**src/rtl/rhsv_pkg.sv**
```systemverilog
`default_nettype none
package rhsv_pkg;

  localparam int CH_W = 8;                 // pixel channel width
  localparam int Q_W = 8;                  // quotient (hue / sat) width
  localparam int HNUM_W = 19;              // 255 * n, n < 1530
  localparam int HDIV_W = 11;              // 6 * d, up to 1530
  localparam int SNUM_W = 16;              // 255 * d
  localparam int SDIV_W = 8;               // max channel
  localparam int BITS_PER_STAGE = 2;       // quotient bits resolved per stage
  localparam int DIV_STAGES = Q_W / BITS_PER_STAGE;

  // sector of the largest channel
  localparam logic [1:0] SEC_RED   = 2'd0;
  localparam logic [1:0] SEC_GREEN = 2'd1;
  localparam logic [1:0] SEC_BLUE  = 2'd2;

  // payload carried through the divider stages
  typedef struct packed {
    logic [HNUM_W-1:0] h_rem;
    logic [HDIV_W-1:0] h_div;
    logic [Q_W-1:0]    h_q;
    logic              h_zero;   // grey pixel: hue forced to 0
    logic [SNUM_W-1:0] s_rem;
    logic [SDIV_W-1:0] s_div;
    logic [Q_W-1:0]    s_q;
    logic              s_zero;   // black pixel: sat forced to 0
    logic [CH_W-1:0]   val;
  } div_t;

endpackage
`default_nettype wire

```
**src/rtl/rhsv_if.sv**
```systemverilog
`default_nettype none
interface rhsv_pix_if;
  logic                      valid;
  logic                      ready;
  logic [rhsv_pkg::CH_W-1:0] red_in;
  logic [rhsv_pkg::CH_W-1:0] green_in;
  logic [rhsv_pkg::CH_W-1:0] blue_in;

  modport source (output valid, output red_in, output green_in, output blue_in,
                  input ready);
  modport sink   (input valid, input red_in, input green_in, input blue_in,
                  output ready);
endinterface

interface rhsv_hsv_if;
  logic                     valid;
  logic                     ready;
  logic [rhsv_pkg::Q_W-1:0] hue_out;
  logic [rhsv_pkg::Q_W-1:0] sat_out;
  logic [rhsv_pkg::CH_W-1:0] val_out;

  modport source (output valid, output hue_out, output sat_out, output val_out,
                  input ready);
  modport sink   (input valid, input hue_out, input sat_out, input val_out,
                  output ready);
endinterface
`default_nettype wire

```
**src/rtl/rgb_to_hsv_8bit_top.sv**
```systemverilog
`default_nettype none
// RGB to HSV converter, 8 bits per channel.
//
// in_pix  : request carries red_in, green_in, blue_in; taken on valid && ready.
// out_hsv : request carries hue_out, sat_out, val_out; taken on valid && ready.
// val_out is the largest channel, sat_out = floor(255*(max-min)/max),
// hue_out = floor(255*N/(6*(max-min))) with N from the winning sector
// (red beats green beats blue on ties). Grey pixels give hue 0, sat 0.
//
// Pipeline: 2 front stages, then 4 restoring-divide stages of 2 quotient bits
// each, the hue and sat divides running side by side.
// Throughput: one pixel per clock while out_hsv.ready is held high.
//
// Each stage has its own valid bit and takes a new request whenever it is
// empty or its successor moves, so bubbles close up under backpressure and
// the input keeps accepting while a finished result waits in the output
// register. With out_hsv.ready low and all six stages full, in_pix.ready
// drops; nothing is dropped or repeated.
// Reset (rst_n low, synchronous) clears all valid bits; data is not reset.
module rgb_to_hsv_8bit_top (
  input  wire logic   clk,
  input  wire logic   rst_n,
  rhsv_pix_if.sink    in_pix,
  rhsv_hsv_if.source  out_hsv
);

  localparam int NS = rhsv_pkg::DIV_STAGES;

  logic           stg_valid [0:NS];
  logic           stg_ready [0:NS];
  rhsv_pkg::div_t stg_data  [0:NS];
  rhsv_pkg::div_t last;

  // front end: sector detect and numerator/divisor setup
  rhsv_front u_front (
    .clk      (clk),
    .rst_n    (rst_n),
    .pix      (in_pix),
    .dn_valid (stg_valid[0]),
    .dn_ready (stg_ready[0]),
    .dn_data  (stg_data[0])
  );

  // divider chain, quotient MSB first
  for (genvar i = 0; i < NS; i++) begin : g_div
    rhsv_div_stage #(
      .HI_BIT (rhsv_pkg::Q_W - 1 - i * rhsv_pkg::BITS_PER_STAGE)
    ) u_stage (
      .clk      (clk),
      .rst_n    (rst_n),
      .up_valid (stg_valid[i]),
      .up_ready (stg_ready[i]),
      .up_data  (stg_data[i]),
      .dn_valid (stg_valid[i+1]),
      .dn_ready (stg_ready[i+1]),
      .dn_data  (stg_data[i+1])
    );
  end

  assign last              = stg_data[NS];
  assign stg_ready[NS]     = out_hsv.ready;
  assign out_hsv.valid     = stg_valid[NS];
  // zero divisor cases: forced results
  assign out_hsv.hue_out   = last.h_zero ? '0 : last.h_q;
  assign out_hsv.sat_out   = last.s_zero ? '0 : last.s_q;
  assign out_hsv.val_out   = last.val;

  // zero saturation only for grey pixels, where hue is zero too
  a_grey_hue: assert property (@(posedge clk) disable iff (!rst_n)
    (out_hsv.valid && out_hsv.sat_out == '0) |-> (out_hsv.hue_out == '0))
    else $error("nonzero hue with zero saturation");

  // hue never reaches the full circle
  a_hue_range: assert property (@(posedge clk) disable iff (!rst_n)
    out_hsv.valid |-> (out_hsv.hue_out != 8'hFF))
    else $error("hue out of range");

  // input stalls only when the whole pipe is full and the output is held
  a_full_stall: assert property (@(posedge clk) disable iff (!rst_n)
    !in_pix.ready |-> (!out_hsv.ready && stg_valid[0] && stg_valid[NS]))
    else $error("input stalled with room in the pipe");

  // black pixel has zero saturation
  a_sat_val: assert property (@(posedge clk) disable iff (!rst_n)
    (out_hsv.valid && out_hsv.val_out == '0) |-> (out_hsv.sat_out == '0))
    else $error("nonzero saturation for black pixel");

endmodule
`default_nettype wire

```
**src/rtl/rhsv_front.sv**
```systemverilog
`default_nettype none
// Two stages: max/min/sector, then numerators and divisors for both divides.
module rhsv_front (
  input  wire logic           clk,
  input  wire logic           rst_n,
  rhsv_pix_if.sink            pix,
  output logic                dn_valid,
  input  wire logic           dn_ready,
  output rhsv_pkg::div_t      dn_data
);

  logic                      v1_r, v2_r;
  logic                      rdy1, rdy2;
  logic [rhsv_pkg::CH_W-1:0] r1_r, g1_r, b1_r, mx1_r, mn1_r;
  logic [1:0]                sec1_r;
  rhsv_pkg::div_t            d2_r;

  logic [rhsv_pkg::CH_W-1:0] mx_nxt, mn_nxt;
  logic [1:0]                sec_nxt;
  rhsv_pkg::div_t            d2_nxt;

  logic [rhsv_pkg::CH_W-1:0]   dif;
  logic [rhsv_pkg::HDIV_W-1:0] six_d;
  logic signed [11:0]          n_s;
  logic signed [11:0]          n_w;
  logic [rhsv_pkg::HDIV_W-1:0] n_u;

  assign rdy2 = !v2_r || dn_ready;
  assign rdy1 = !v1_r || rdy2;
  assign pix.ready = rdy1;

  // stage 1: largest, smallest, winning sector (red, then green, then blue)
  always_comb begin
    mx_nxt = pix.red_in;
    mn_nxt = pix.red_in;
    if (pix.green_in > mx_nxt) mx_nxt = pix.green_in;
    if (pix.blue_in > mx_nxt)  mx_nxt = pix.blue_in;
    if (pix.green_in < mn_nxt) mn_nxt = pix.green_in;
    if (pix.blue_in < mn_nxt)  mn_nxt = pix.blue_in;
    if (pix.red_in == mx_nxt)        sec_nxt = rhsv_pkg::SEC_RED;
    else if (pix.green_in == mx_nxt) sec_nxt = rhsv_pkg::SEC_GREEN;
    else                             sec_nxt = rhsv_pkg::SEC_BLUE;
  end

  always_ff @(posedge clk) begin
    if (!rst_n) begin
      v1_r <= 1'b0;
    end else if (rdy1) begin
      v1_r <= pix.valid;
    end
    if (rdy1 && pix.valid) begin
      r1_r   <= pix.red_in;
      g1_r   <= pix.green_in;
      b1_r   <= pix.blue_in;
      mx1_r  <= mx_nxt;
      mn1_r  <= mn_nxt;
      sec1_r <= sec_nxt;
    end
  end

  // stage 2: hue numerator 255*n over 6d, sat numerator 255*d over max
  always_comb begin
    dif   = mx1_r - mn1_r;
    six_d = rhsv_pkg::HDIV_W'({dif, 2'b00}) + rhsv_pkg::HDIV_W'({dif, 1'b0});
    case (sec1_r)
      rhsv_pkg::SEC_RED:
        n_s = $signed({4'b0, g1_r}) - $signed({4'b0, b1_r});
      rhsv_pkg::SEC_GREEN:
        n_s = $signed({3'b0, dif, 1'b0}) + $signed({4'b0, b1_r})
              - $signed({4'b0, r1_r});
      default:
        n_s = $signed({2'b0, dif, 2'b00}) + $signed({4'b0, r1_r})
              - $signed({4'b0, g1_r});
    endcase
    n_w = (n_s < 0) ? (n_s + $signed({1'b0, six_d})) : n_s;
    n_u = n_w[rhsv_pkg::HDIV_W-1:0];

    d2_nxt.h_rem  = {n_u, 8'b0} - rhsv_pkg::HNUM_W'(n_u);
    d2_nxt.h_div  = six_d;
    d2_nxt.h_q    = '0;
    d2_nxt.h_zero = (dif == '0);
    d2_nxt.s_rem  = {dif, 8'b0} - rhsv_pkg::SNUM_W'(dif);
    d2_nxt.s_div  = mx1_r;
    d2_nxt.s_q    = '0;
    d2_nxt.s_zero = (mx1_r == '0);
    d2_nxt.val    = mx1_r;
  end

  always_ff @(posedge clk) begin
    if (!rst_n) begin
      v2_r <= 1'b0;
    end else if (rdy2) begin
      v2_r <= v1_r;
    end
    if (rdy2 && v1_r) begin
      d2_r <= d2_nxt;
    end
  end

  assign dn_valid = v2_r;
  assign dn_data  = d2_r;

endmodule
`default_nettype wire

```
**src/rtl/rhsv_div_stage.sv**
```systemverilog
`default_nettype none
// Resolves BITS_PER_STAGE quotient bits of both divides, top bit HI_BIT.
module rhsv_div_stage #(
  parameter int HI_BIT = rhsv_pkg::Q_W - 1
) (
  input  wire logic           clk,
  input  wire logic           rst_n,
  input  wire logic           up_valid,
  output logic                up_ready,
  input  wire rhsv_pkg::div_t up_data,
  output logic                dn_valid,
  input  wire logic           dn_ready,
  output rhsv_pkg::div_t      dn_data
);

  logic           v_r;
  rhsv_pkg::div_t d_r;
  rhsv_pkg::div_t d_nxt;

  assign up_ready = !v_r || dn_ready;

  always_comb begin
    logic [rhsv_pkg::HNUM_W-1:0] h_try;
    logic [rhsv_pkg::SNUM_W-1:0] s_try;
    d_nxt = up_data;
    for (int j = 0; j < rhsv_pkg::BITS_PER_STAGE; j++) begin
      h_try = rhsv_pkg::HNUM_W'(up_data.h_div) << (HI_BIT - j);
      s_try = rhsv_pkg::SNUM_W'(up_data.s_div) << (HI_BIT - j);
      if (d_nxt.h_rem >= h_try) begin
        d_nxt.h_rem = d_nxt.h_rem - h_try;
        d_nxt.h_q[HI_BIT-j] = 1'b1;
      end
      if (d_nxt.s_rem >= s_try) begin
        d_nxt.s_rem = d_nxt.s_rem - s_try;
        d_nxt.s_q[HI_BIT-j] = 1'b1;
      end
    end
  end

  always_ff @(posedge clk) begin
    if (!rst_n) begin
      v_r <= 1'b0;
    end else if (up_ready) begin
      v_r <= up_valid;
    end
    if (up_ready && up_valid) begin
      d_r <= d_nxt;
    end
  end

  assign dn_valid = v_r;
  assign dn_data  = d_r;

endmodule
`default_nettype wire

```
**src/flat_wrapper.sv**
```systemverilog
// flat-port wrapper written by rule: the top's interface ports become plain ports
module rgb_to_hsv_8bit_top_flat 
  (clk, rst_n, in_pix_valid, in_pix_red_in, in_pix_green_in, in_pix_blue_in, in_pix_ready, out_hsv_valid, out_hsv_hue_out, out_hsv_sat_out, out_hsv_val_out, out_hsv_ready);
  rhsv_pix_if in_pix_i ();
  rhsv_hsv_if out_hsv_i ();
  input  wire logic clk;
  input  wire logic rst_n;
  input wire logic [$bits(in_pix_i.valid)-1:0] in_pix_valid;
  input wire logic [$bits(in_pix_i.red_in)-1:0] in_pix_red_in;
  input wire logic [$bits(in_pix_i.green_in)-1:0] in_pix_green_in;
  input wire logic [$bits(in_pix_i.blue_in)-1:0] in_pix_blue_in;
  output wire logic [$bits(in_pix_i.ready)-1:0] in_pix_ready;
  output wire logic [$bits(out_hsv_i.valid)-1:0] out_hsv_valid;
  output wire logic [$bits(out_hsv_i.hue_out)-1:0] out_hsv_hue_out;
  output wire logic [$bits(out_hsv_i.sat_out)-1:0] out_hsv_sat_out;
  output wire logic [$bits(out_hsv_i.val_out)-1:0] out_hsv_val_out;
  input wire logic [$bits(out_hsv_i.ready)-1:0] out_hsv_ready;
  assign in_pix_i.valid = in_pix_valid;
  assign in_pix_i.red_in = in_pix_red_in;
  assign in_pix_i.green_in = in_pix_green_in;
  assign in_pix_i.blue_in = in_pix_blue_in;
  assign in_pix_ready = in_pix_i.ready;
  assign out_hsv_valid = out_hsv_i.valid;
  assign out_hsv_hue_out = out_hsv_i.hue_out;
  assign out_hsv_sat_out = out_hsv_i.sat_out;
  assign out_hsv_val_out = out_hsv_i.val_out;
  assign out_hsv_i.ready = out_hsv_ready;
  rgb_to_hsv_8bit_top u_core (.clk(clk), .rst_n(rst_n), .in_pix(in_pix_i), .out_hsv(out_hsv_i));
endmodule
```
**config.mk**
```make
export PLATFORM = sky130hd
export DESIGN_NAME = rgb_to_hsv_8bit_top_flat
export DESIGN_NICKNAME = d
export VERILOG_FILES = /design/src/rtl/rhsv_pkg.sv /design/src/rtl/rhsv_if.sv /design/src/rtl/rgb_to_hsv_8bit_top.sv /design/src/rtl/rhsv_front.sv /design/src/rtl/rhsv_div_stage.sv /design/src/flat_wrapper.sv
export SDC_FILE = /design/constraint.sdc
export NUM_CORES = 1
export LEC_CHECK = 0
export ABC_AREA = 1
export BUFFER_PORTS_ARGS = -buffer_cell sky130_fd_sc_hd__clkbuf_2
export CAP_MARGIN = 5
export CORE_ASPECT_RATIO = 1.1
export CORE_UTILIZATION = 45
export DETAILED_ROUTE_END_ITERATION = 6
export SYNTH_ARGS = -nofsm -noshare
export SYNTH_HDL_FRONTEND = slang
export SYNTH_SLANG_ARGS = --single-unit
export TNS_END_PERCENT = 100
```
**constraint.sdc**
```tcl
create_clock -name clk -period 16.7 [get_ports clk]
set_input_delay 0.835 -clock clk [delete_from_list [all_inputs] [get_ports clk]]
set_output_delay 0.835 -clock clk [all_outputs]
set_load 0.02 [all_outputs]
```
==> metrics.yaml <==
antenna_found_initial: 0
cts_sinks: 310
regArea_um2: 9250
route.met2.wl_um: 30100
fmax_mhz: 144
cp_data_required_time_ns: 16.99
globalplace.congestion: 0.917
fin_crit_sh: 0.416
p_clk_frac: 0.153
antenna_cells: 0
fin_nets: 3404
top_layer: "met4"
cts_buffers: 37
whs_ns: 0.408
drt-initial-drc-count: 976
grt_pass1_wl_um: 97200
crit_top_cell: "nand2_1"
status: "finished clean"
hold_class: "reg -> reg"
grt_pass1_vias: 20175
synthCells: 3051
path_buf_inv: 9
setup_viol: 0
cts.path.max_buffers: 3
leakage_nw: 12.6
htreeDepth: 2
wl_um: 59700
drive_above_1_share: 0.0848
endpoint_kind: "flop"
cts_tree: "yes"
synth_nets: 3346
worst_pin_slew_ns: 0.932
overflow: 0
start_util: 0.459
skew_ns: 0.0204
synth_seq_area_share: 0.373
portBuffers: 53
wl_per_cell_um: 15.4
slew_headroom: 0.375
die_width_um: 226
post_dp_cell_area_um2: 25800
fin_area_um2: 27000
grt_usage: 0.217
dieHeight_um: 248
layout_common_cells: "732 x nand2_1, 481 x inv_1, 304 x edfxtp_1"
wl_met3_um: 2040
synth_warnings: 0
cp_max_fo: 7
syn_area_um2: 24800
pwr-share-comb: 0.629
start_kind: "flop"
grt_max_degree: 66
slew_violations: 0
multi_input_area_um2: 13400
fin_crit_ns: 6.95
clock_latency_ns: 0.55
arrival_ns: 7.24
cp_slowest_cell: "xor2_1"
power_frac_seq: 0.218
post-cts-setup-buffers: 0
internal_power_mw: 2.85
cp_top_family: "simple AND/OR/NAND/NOR gates"
hold_buffers: 0
setup_tns_ns: 0
met1_length_um: 24600
clk_pin_slew_ns: 0.06
rsz0062_at_grt: "false"
power_density_nw_per_um2: 200
drtPass1Iterations: 5
areaGrowthSynthToFinish_pct: 9.00
cts-root-buf: "clkbuf_16"
drv_cap: 0
route.vias.total: 19961
worstSetupPathType: "reg -> reg"
via_per_inst: 5.16
drc: 0
cts_resized: 0
power.switching_mw: 2.56
synth.avg_cell_area_um2: 8.13
slowest_delay_ns: 0.56
num_rows: 89
fp.dieArea_um2: 56000
layout_commonest_cell: "nand2_1"
antenna_left: 0
pin_count: 54
core_area_um2: 54000
ys_ff_latch: 310
fillerInstances: 5220
hpwl_um: 49000
vdd_drop_max_uv: 157
p_sw_frac: 0.473
yosysUniqueCellTypes: 63
hold_violations: 0
==> per-stage QoR <==
stage	setup WS [ns]	total power, mW	std cells	utilization
final	9.75	5.41	3865	0.500
after global placement	9.99	4.51	3798	0.477
after detailed placement	9.77	4.57	3798	0.477
after CTS	9.72	5.42	3865	0.500
after global routing	8.99	5.92	3865	0.500
after floorplan	10.62	3.84	3051	-
==> worst reg2reg max path: cells and delay by family, from the launching register on <==
| family | cells | cell delay (ns) |
|---|---|---|
| XOR/XNOR | 1 | 0.56 |
| AO/OA/AOI/OAI | 4 | 0.52 |
| buffers and inverters | 9 | 0.74 |
| adder cells (fa/ha/maj) | 6 | 2.08 |
| AND/OR/NAND/NOR | 24 | 2.37 |
| flip-flops | 1 | 0.41 |
==> power groups by stage <==
stage	clock (mW)	sequential [mW]	combinational, mW
2_1_floorplan	0	1.16	2.68
3_3_place_gp	0	1.20	3.32
3_5_place_dp	0	1.20	3.37
4_1_cts	0.849	1.18	3.39
5_1_grt	0.877	1.19	3.85
6_report	0.826	1.18	3.41
==> logic make-up after synthesis <==
logic type	synth area share
AOI/OAI and AO/OA	0.0948
xor gates and xnor gates	0.0530
adders and majority gates	0.145
buffers and inverters	0.0868
DFF	0.373
muxes	0.000454
and+or+nand+nor	0.247
==> cells in the mapped netlist (all sizes together) <==
cell	instances	area, um^2
buf	33	240
o21ai	154	838
o211ai	8	70.1
clkinv	2	7.51
a31o	1	8.76
fa	33	661
nand2	776	3060
ha	234	2930
clkbuf	8	30.0
a21o	8	60.1
a211oi	3	22.5
a31oi	12	81.3
mux2	1	11.3
and2	2	12.5
inv	499	1880
o31a	1	8.76
nor3	25	125
a221oi	1	8.76
edfxtp	304	9130
o21a	8	61.3
o41ai	2	17.5
xor2	95	832
nand4	62	394
o31ai	1	7.51
a21oi	177	916
a41oi	2	17.5
o21bai	16	124
xnor2	55	482
dfxtp	6	120
nor2	238	1040
o22ai	2	12.5
nand3b	7	52.6
nand3	241	1310
nor4	9	56.3
a21boi	8	60.1
o2111ai	2	17.5
nor2b	1	6.26
o211a	1	10.0
or2	11	68.8
a211o	1	8.76
or4	1	7.51
==> routing by layer <==
layer  vias up  GRT usage
met3       150     0.0232
li1      10248          -
met5         -          0
met2       410      0.404
met4         0      0.115
met1      9153      0.243
==> path summary, 6_finish.rpt <==
kind / start / end / slack [ns] / depth (start not counted)
worst max-delay path: u_core.u_front.mx1_r[0]$_DFFE_PP_ / u_core.u_front.dn_data[78]$_DFFE_PP_ / 9.75 / 44
worst min-delay path: u_core.g_div[1].u_stage.dn_data[48]$_DFFE_PP_ / u_core.g_div[2].u_stage.dn_data[48]$_DFFE_PP_ / 0.41 / 0
worst max register to register: u_core.u_front.mx1_r[0]$_DFFE_PP_ / u_core.u_front.dn_data[78]$_DFFE_PP_ / 9.75 / 44
worst min register to register: u_core.g_div[1].u_stage.dn_data[48]$_DFFE_PP_ / u_core.g_div[2].u_stage.dn_data[48]$_DFFE_PP_ / 0.41 / 0
==> layout make-up <==
cell class / count / area share
clock buffer: 47 / 0.0372
clock inverter: 20 / 0.00921
inverter: 501 / 0.0697
multi-input combinational: 2199 / 0.496
sequential: 310 / 0.342
tap: 728 / 0.0337
timing repair buffer: 60 / 0.0118
==> state kept, by name, summed over array words and instances, names as in the netlist, 4 cells and up <==
name	count
u_core.u_front.mn1_r	8
u_core.u_front.g1_r	8
u_core.u_front.dn_data	53
u_core.u_front.b1_r	8
u_core.u_front.mx1_r	8
u_core.g_div.u_stage.dn_valid	4
u_core.g_div.u_stage.dn_data	209
u_core.u_front.r1_r	8
Power figures use the tool's default switching activity.
